[src/rtl/stg_pkg.sv]
// Types, constants and the sine table for the shape trajectory generator.
// Depends on nothing.
`default_nettype none
package stg_pkg;
	localparam int unsigned PHASE_BITS_DEF = 16;
	localparam int unsigned SINE_DEPTH_DEF = 256;

	localparam logic [2:0] CFG_PHASE_RATE = 3'd0;
	localparam logic [2:0] CFG_BLEND_RATE = 3'd1;
	localparam logic [2:0] CFG_ORIGIN_X   = 3'd2;
	localparam logic [2:0] CFG_ORIGIN_Y   = 3'd3;
	localparam logic [2:0] CFG_PIX_PER_CM = 3'd4;

	localparam logic CMD_TICK  = 1'b0;
	localparam logic CMD_START = 1'b1;

	localparam logic [2:0] SHP_NONE   = 3'd0;
	localparam logic [2:0] SHP_LINE_H = 3'd1;
	localparam logic [2:0] SHP_LINE_V = 3'd2;
	localparam logic [2:0] SHP_SQUARE = 3'd3;
	localparam logic [2:0] SHP_TRI    = 3'd4;
	localparam logic [2:0] SHP_CIRCLE = 3'd5;
	localparam logic [2:0] SHP_FIG8   = 3'd6;
	localparam logic [2:0] SHP_HEART  = 3'd7;

	typedef struct packed {
		logic        cmd;
		logic [15:0] time_step;
		logic [2:0]  new_shape;
		logic signed [15:0] start_x;
		logic signed [15:0] start_y;
	} stg_in_t;

	typedef struct packed {
		logic signed [15:0] pos_x;
		logic signed [15:0] pos_y;
	} stg_out_t;

	typedef struct packed {
		logic        start;
		logic        tick;
	} stg_cmd_t;

	typedef struct packed {
		logic        done;
	} stg_sts_t;

	// Quarter-wave sine entry, Q1.15, from an integer Taylor series.
	function automatic logic [16:0] sine_entry(input int unsigned i, input int unsigned depth);
		logic [63:0] x, x2, term, sum;
		logic [63:0] v;
		logic        neg;
		x = (64'd1686629713 * 64'(i)) / 64'(depth);
		x2 = (x * x) >> 30;
		term = x;
		sum = x;
		neg = 1'b0;
		for (int n = 1; n <= 5; n++) begin
			term = ((term * x2) >> 30) / 64'((2 * n) * (2 * n + 1));
			if (n % 2 == 1) sum = sum - term;
			else sum = sum + term;
		end
		neg = sum[63];
		if (neg) sum = '0;
		v = (sum + 64'd16384) >> 15;
		if (v > 64'd32768) v = 64'd32768;
		return v[16:0];
	endfunction
endpackage
`default_nettype wire

[src/rtl/stg_ctrl.sv]
// Sequencer for the trajectory generator: handshakes and datapath commands.
// Depends on stg_pkg.
`default_nettype none
module stg_ctrl
	import stg_pkg::*;
(
	input  wire logic     clk,
	input  wire logic     arst_n,
	input  wire logic     in_valid,
	output logic          in_ready,
	input  wire logic     in_cmd,
	output logic          out_valid,
	input  wire logic     out_ready,
	output stg_cmd_t      dp_cmd,
	input  wire stg_sts_t dp_sts
);
	typedef enum logic [1:0] {ST_IDLE, ST_BUSY, ST_HOLD} state_t;
	state_t state_q;

	// Accept only when idle, or when the held result is taken this cycle.
	always_comb begin
		in_ready = (state_q == ST_IDLE) || (state_q == ST_HOLD && out_ready);
		dp_cmd.start = in_valid && in_ready && (in_cmd == CMD_START);
		dp_cmd.tick  = in_valid && in_ready && (in_cmd == CMD_TICK);
	end

	always_ff @(posedge clk or negedge arst_n) begin
		if (!arst_n) begin
			state_q <= ST_IDLE;
			out_valid <= 1'b0;
		end else begin
			unique case (state_q)
				ST_IDLE: begin
					if (dp_cmd.tick) state_q <= ST_BUSY;
				end
				ST_BUSY: begin
					if (dp_sts.done) begin
						state_q <= ST_HOLD;
						out_valid <= 1'b1;
					end
				end
				ST_HOLD: begin
					if (out_ready) begin
						out_valid <= 1'b0;
						state_q <= dp_cmd.tick ? ST_BUSY : ST_IDLE;
					end
				end
				default: state_q <= ST_IDLE;
			endcase
		end
	end
endmodule
`default_nettype wire

[config.mk]
export PLATFORM = sky130hd
export DESIGN_NAME = stg_ctrl
export DESIGN_NICKNAME = d
export VERILOG_FILES = /design/src/rtl/stg_pkg.sv /design/src/rtl/stg_ctrl.sv
export SDC_FILE = /design/constraint.sdc
export NUM_CORES = 1
export LEC_CHECK = 0
export BUFFER_PORTS_ARGS = -buffer_cell sky130_fd_sc_hd__buf_4
export CAP_MARGIN = 20
export CORE_AREA = 2 2 39 41
export DETAILED_ROUTE_END_ITERATION = 12
export DIE_AREA = 0 0 41 43
export PLACE_DENSITY = 0.3
export SETUP_SLACK_MARGIN = 0.05
export SYNTH_ARGS = -nofsm -noshare
export SYNTH_HDL_FRONTEND = slang
export SYNTH_SLANG_ARGS = --single-unit
[constraint.sdc]
create_clock -name clk -period 1.3 [get_ports clk]
set_input_delay 0.195 -clock clk [delete_from_list [all_inputs] [get_ports clk]]
set_output_delay 0.195 -clock clk [all_outputs]
set_load 0.02 [all_outputs]
==> out/qor.csv, run 1 <==
stage;metric;value;unit
outcome;outcome;finished, violations left;
outcome;violations;negative setup slack;
yosys;async_reset_ff_share;100;%
yosys;synth_edf_count;0;
floorplan;initial_core_util;12.1;%
worst_hold_path;min_path_type;in2async;
yosys;synth_top_area_share;44.8;%
placement;portBuffers;9;
timing;final.min_clock_period;1360;ps
clock_network;cts_tree;done;
yosys;synthFlopType;dfrtp_1;
clock_network;htree_levels;1;
routing;num_vias;167;
cells_and_area;n_fill_cell;150;
timing;tightest_slew;215;ps
grt;grt_max_degree;5;
clock_network;path_clk_slew;40;ps
cells_and_area;layout-area-overhead-vs-synth;94.8;%
clock_network;clock_latency;230;ps
timing;rsz0062_at_grt;yes;
routing;antenna_left;0;
yosys;yosys_warnings;0;
cells_and_area;final_cells;48;
yosys;synth_nets;21;
yosys;synth-seq-cells;3;
clock_network;cts_buffers;3;
yosys;synth_common_cells;nor2_1, dfrtp_1;
power;p_leak;0.161;nW
power;powerDensity;1420;mW/mm^2
floorplan;num_io_pins;10;
placement;pre_cts_ws;139;ps
timing;hold_viol_final;0;
placement;post-dp-hpwl;357;um
floorplan;core;0.00138;sq mm
yosys;yosys.area.top_type;dfrtp_1;
critical_path;critPathCaptureType;output port;
timing;clock_skew;3.94;ps
grt;grtUsageTotal;6.33;%
grt;grt_pass1_vias;169;
routing;viasPerCell;3.48;
placement;placedCellCount;40;
critical_path;path_class;reg2out;
timing;min_period_over_period;105;%
grt;grt-ovfl-total;0;
grt;grt_first_pass_wirelength;648;um
cells_and_area;drive_above_1_share;65.6;%
power;total_power;0.462;mW
timing;relSlewSlack;85.6;%
timing;fin_ws;-62.8;ps
routing;wl_per_cell;9.17;um
placement;placed_area;258;sq um
routing;drc;0;
routing;dr.pass1.iters;1;
routing;drt_iter0_markers;0;
cells_and_area;final_area;327;sq um
floorplan;die_w;41;um
yosys;synth_cell_type_count;10;
timing;fmax;0.734;GHz
cells_and_area;antenna_cells;0;
clock_network;clockRootBuffer;clkbuf_4;
floorplan;die_area;0.00176;sq mm
critical_path;worstReg2RegStart;state_q[1];
critical_path;startpoint_type;flip-flop;
timing;hold-worst-slack;280;ps
clock_network;clockBufferDepth;2;
yosys;synth_area_leaders;dfrtp_1, nor4b_4, nor2_1;
routing;drt_wl_total;440;um
placement;place.gp.congestion;0.596;
timing;slew_violations;0;
clock_network;cts.sinks;3;
yosys;synthesis.area;168;sq um
critical_path;path_max_fanout;3;
floorplan;rows;14;
yosys;syn-mean-instance-area;11.2;sq um
yosys;synth_most_common_cell;nor2_1;
critical_path;cp.required;1110;ps
cells_and_area;nNetsFinal;39;
critical_path;crit_start;state_q[1];
yosys;synth_cells;15;
critical_path;crit_arrival;1170;ps
yosys;synth-seq-area-share;44.8;%
timing;finalSetupViolations;2;
flow_run;cap_violations;0;
grt;antenna_found_initial;0;
power;ir_worst_vdd;0.413;mV
floorplan;die_h;43;um
-- where the power goes --
part	switching (mW)	leakage [nW]	internal, mW	total [mW]
Combinational	0.0746	0.108	0.0923	0.167
Clock	0.0478	0.0150	0.115	0.163
Sequential	0.0186	0.0378	0.114	0.133
-- cells in the final DEF (no fill, tap or decap), drive strengths merged --
cell and instances:
nor4b 1, nand2 1, clkbuf 4, buf 12, mux2 1, dlygate4sd3 1
dfrtp 3, nor2b 2, a21o 1, a21oi 1, nor2 4, and3 1
-- area by class of cell --
type | count | area (sq um) | share of cell area, %
Sequential cell | 3 | 76.3 | 23.4
Multi-Input combinational cell | 12 | 100 | 30.7
Timing Repair Buffer | 13 | 104 | 31.8
Clock buffer | 4 | 26.3 | 8.05
Tap cell | 16 | 20.0 | 6.13
-- worst max-delay path, stage by stage (launching register included) --
cell,delay (ps)
dfrtp_1,370
nor2b_4,140
nor2_2,130
and3_4,190
buf_6,110
-- path summary, 6_finish.rpt --
kind | slack, ps | endpoint | depth (start not counted)
max | -60 | dp_cmd[1] | 4
min | 280 | out_valid | 2
max reg2reg | 300 | state_q[1] | 4
min reg2reg | 560 | out_valid | 2
max in group asynchronous | 910 | state_q[0] | 2
min in group clk | 290 | state_q[0] | 3
-- repair_timing --
action / CTS / global route
setup buffers: 2 / 1
gates resized for setup: 2 / 1
hold buffers: 1 / 0
pin swaps: 1 / 2
setup endpoints to repair: 2 / 2
hold endpoints to repair: 3 / 0
-- kinds of logic (layout without fill, tap and decap cells) --
| family | Yosys count | count (layout) | synth area share [%] |
|---|---|---|---|
| mux | 1 | 1 | 6.72 |
| compound gates | 2 | 2 | 7.46 |
| buf+inv | 0 | 17 | 0 |
| flops | 3 | 3 | 44.8 |
| simple gates | 9 | 9 | 41.0 |
-- sequential cells by signal (all words and copies together), names as in the netlist --
name / flops
state_q: 2
out_valid: 1
-- per-stage QoR --
step | setup TNS, ps | util [%]
CTS | -115 | 22.7
floorplan | 0 | -
detailed placement | 0 | 18.6
finish | -111 | 23.6
global route | -212 | 23.6
global placement | 0 | 18.6
-- routing by layer --
metal / global-route usage, % / vias up / share of wire [%]
met3: 4.71 / 0 / 16
met1: 5.79 / 72 / 44
li1: - / 85 / -
met4: 8.00 / 0 / 0
met5: 0 / - / 0
met2: 7.50 / 10 / 40
Power figures use the tool's default switching activity.
==> run 2, diff against run 1 <==
ABC_AREA = 1   (was unset)
==> run 2 against run 1 <==
The run now ends clean. Critical path depth is 1 lower. Clock power about the same. Worst hold slack lost 33 ps. Combinational power is 8% higher. Clock skew is 0.80 ps lower. Sequential power hardly changed. Largest cell class unchanged. Largest power group unchanged. Highest routed layer unchanged.
==> out/qor.csv, run 2 <==
stage;metric;value;unit;change
yosys;synth_area_leaders;dfrtp_1, nand3_1, inv_1;;
worst_hold_path;min_path_type;in2reg;;
routing;drc;0;;unchanged
clock_network;cts_buffers;3;;unchanged
critical_path;crit_chain;buf_4 > a21oi_2 > buf_4;;
critical_path;startpoint_type;flip-flop;;
timing;final.min_clock_period;1230;ps;-136 ps
power;p_seq_share;28.4;%;-0.3 points
yosys;synth_most_common_cell;inv_1;;
floorplan;die_h;43;um;unchanged
routing;dr.pass1.iters;4;;+3
timing;fmax;0.815;GHz;+11%
clock_network;clockBufferDepth;2;;unchanged
cells_and_area;final_cell_mix;buf_4, inv_1;;
routing;met1_length;217;um;+12%
placement;pre_cts_ws;285;ps;+146 ps
timing;relSlewSlack;91.0;%;+5.3 points
floorplan;initial_core_util;11.1;%;-0.99 points
timing;hold_viol_final;0;;unchanged
cells_and_area;final_cells;54;;+13%
yosys;synth_edf_count;0;;unchanged
cells_and_area;fin_util;22.8;%;-0.81 points
routing;wl_per_cell;8.70;um;-5.1%
grt;grtUsageTotal;6.14;%;-0.19 points
placement;place.gp.congestion;0.505;;-15%
grt;antenna_found_initial;0;;unchanged
power;intPower;0.324;mW;+0.80%
yosys;synth_nets;26;;+24%
timing;hold-worst-slack;247;ps;-33.0 ps
timing;min_period_over_period;94.4;%;-10 points
yosys;syn-mean-instance-area;7.69;sq um;-31%
yosys;synthFlopType;dfrtp_1;;
cells_and_area;reg.largest.list;state_q (2), out_valid (1);;
yosys;synth-seq-cells;3;;unchanged
critical_path;cp.required;1110;ps;about the same
routing;wl_met3;61;um;-14%
routing;num_vias;188;;+13%
timing;tns;0;ps;+111 ps
cells_and_area;final_area;315;sq um;-3.4%
timing;rsz0062_at_grt;yes;;
power;total_power;0.480;mW;+3.7%
yosys;synthesis.area;154;sq um;-8.2%
placement;post-dp-hpwl;337;um;-5.7%
yosys;async_reset_ff_share;100;%;unchanged
cells_and_area;antenna_cells;0;;unchanged
yosys;synth-seq-area-share;48.8;%;+4.0 points
routing;top_layer;met3;;
placement;placedCellCount;45;;+13%
yosys;synth_top_area_share;48.8;%;+4.0 points
timing;finalSetupViolations;0;;-2
grt;grt_max_degree;5;;unchanged
power;p_sw;0.155;mW;+10%
critical_path;cpMostUsedCell;buf_4;;
floorplan;num_io_pins;10;;unchanged
power;power_frac_comb;37.7;%;+1.6 points
cells_and_area;drive_above_1_share;50.0;%;-16 points
cells_and_area;layout-area-overhead-vs-synth;105;%;
power;ir_worst_vdd;0.553;mV;+34%
yosys;synthXorXnorAreaFrac;0;%;unchanged
clock_network;clock_latency;230;ps;about the same
critical_path;cp_slowest_cell;dfrtp_1;;
critical_path;path_class;reg2out;;
timing;fin_ws;73.3;ps;+136 ps
grt;grt_first_pass_wirelength;669;um;+3.2%
yosys;synth_common_cells;inv_1, dfrtp_1, nand2_1, nand3_1;;
routing;met2_length;191;um;+9.1%
floorplan;core;0.00138;sq mm;unchanged
critical_path;cp_top_family;flip-flops;;
yosys;synth_adder_area_share;0;%;unchanged
clock_network;htree_levels;1;;unchanged
yosys;synth_cell_type_count;11;;+1
cells_and_area;largest-register;state_q;;
critical_path;crit_arrival;1030;ps;-140 ps
cells_and_area;final_common_cell;buf_4;;
grt;grt-ovfl-total;0;;unchanged
critical_path;crit_buf_inv;2;;+1
timing;tightest_slew;136;ps;-79.0 ps
cells_and_area;nNetsFinal;45;;+15%
critical_path;slowest_delay;380;ps;about the same
power;p_leak;0.173;nW;+7.3%
routing;drt_wl_total;470;um;+6.8%
timing;slew_violations;0;;unchanged
yosys;synth_top_family_by_area;simple AND/OR/NAND/NOR gates;;
cells_and_area;largest_register_ffs;2;;unchanged
yosys;synth_cells;20;;+5
yosys;synth_compound_area_share;6.50;%;-0.96 points
routing;viasPerCell;3.48;;about the same
clock_network;cts_tree;done;;
cells_and_area;n_fill_cell;163;;+8.7%
power;sw_frac_of_total;32.4;%;+1.9 points
flow_run;cap_violations;0;;unchanged
placement;portBuffers;9;;unchanged
routing;antenna_left;0;;unchanged
critical_path;critPathCaptureType;output port;;
power;p_clk_share;33.9;%;-1.3 points
floorplan;die_w;41;um;unchanged
placement;placed_area;241;sq um;-6.3%
floorplan;die_area;0.00176;sq mm;unchanged
clock_network;clockRootBuffer;clkbuf_4;;
power;powerDensity;1520;mW/mm^2;+7.4%
yosys;yosys_warnings;0;;unchanged
yosys;muxShareOfSynthArea;0;%;-6.7 points
yosys;synth-simple-area-share;32.5;%;-8.5 points
grt;grt_pass1_vias;174;;+3.0%
outcome;outcome;completed;;
clock_network;path_clk_slew;40;ps;about the same
yosys;yosys.area.top_type;dfrtp_1;;
routing;drt_iter0_markers;7;;+7
timing;clock_skew;3.14;ps;-0.796 ps
critical_path;path_max_fanout;2;;-1
clock_network;cts.sinks;3;;unchanged
floorplan;rows;14;;unchanged
## run 2: layout make-up
type | instances | area [sq um] | share of cell area, %
repair buffers | 14 | 111 | 35.3
flip-flops and latches | 3 | 75.1 | 23.8
multi-input cells | 12 | 63.8 | 20.2
clock buffers | 4 | 26.3 | 8.33
well taps | 16 | 20.0 | 6.35
inverters | 5 | 18.8 | 5.95
## run 2: worst paths after layout
path	from	to	slack [ps]	cells past startpoint
max in group asynchronous	arst_n	state_q[0]	920	2
hold / removal	dp_sts	state_q[0]	250	3
min in group asynchronous	arst_n	out_valid	280	2
hold reg to reg	out_valid	out_valid	480	2
setup reg to reg	state_q[1]	state_q[1]	330	5
setup / recovery	state_q[1]	in_ready	70	3
## run 2: power groups by stage
stage	registers (mW)	logic [mW]	clock network, mW
2_1_floorplan	0.157	0.0565	0
3_3_place_gp	0.139	0.141	0
3_5_place_dp	0.141	0.139	0
4_1_cts	0.138	0.159	0.172
5_1_grt	0.139	0.198	0.189
6_report	0.136	0.181	0.163
## run 2: cell families (layout without fill, tap and decap cells)
| kind of cell | Yosys count | count (layout) |
|---|---|---|
| DFF | 3 | 3 |
| buffers and inverters | 5 | 23 |
| and+or+nand+nor | 10 | 10 |
| AOI/OAI and AO/OA | 2 | 2 |
## run 2: repair_timing
item                                   4_1_cts  5_1_grt
buffers inserted                             2        2
resized for setup                            0        2
endpoints found under the hold margin        3        0
hold buffers                                 1        0
pin swaps                                    0        1
setup endpoints to repair                    1        2
gates cloned                                 0        0
## run 2: routing by layer
layer	vias to the layer above	global-route usage [%]
li1	100	-
met1	78	7.77
met2	10	6.88
met3	0	4.71
met4	0	4.00
met5	-	0
## run 2: worst register-to-register path, cell delays in order, from the launching register on
cell and delay (ps):
dfrtp_1 380, buf_4 150, buf_4 130, inv_1 60, nand3_1 90, o21ai_1 90
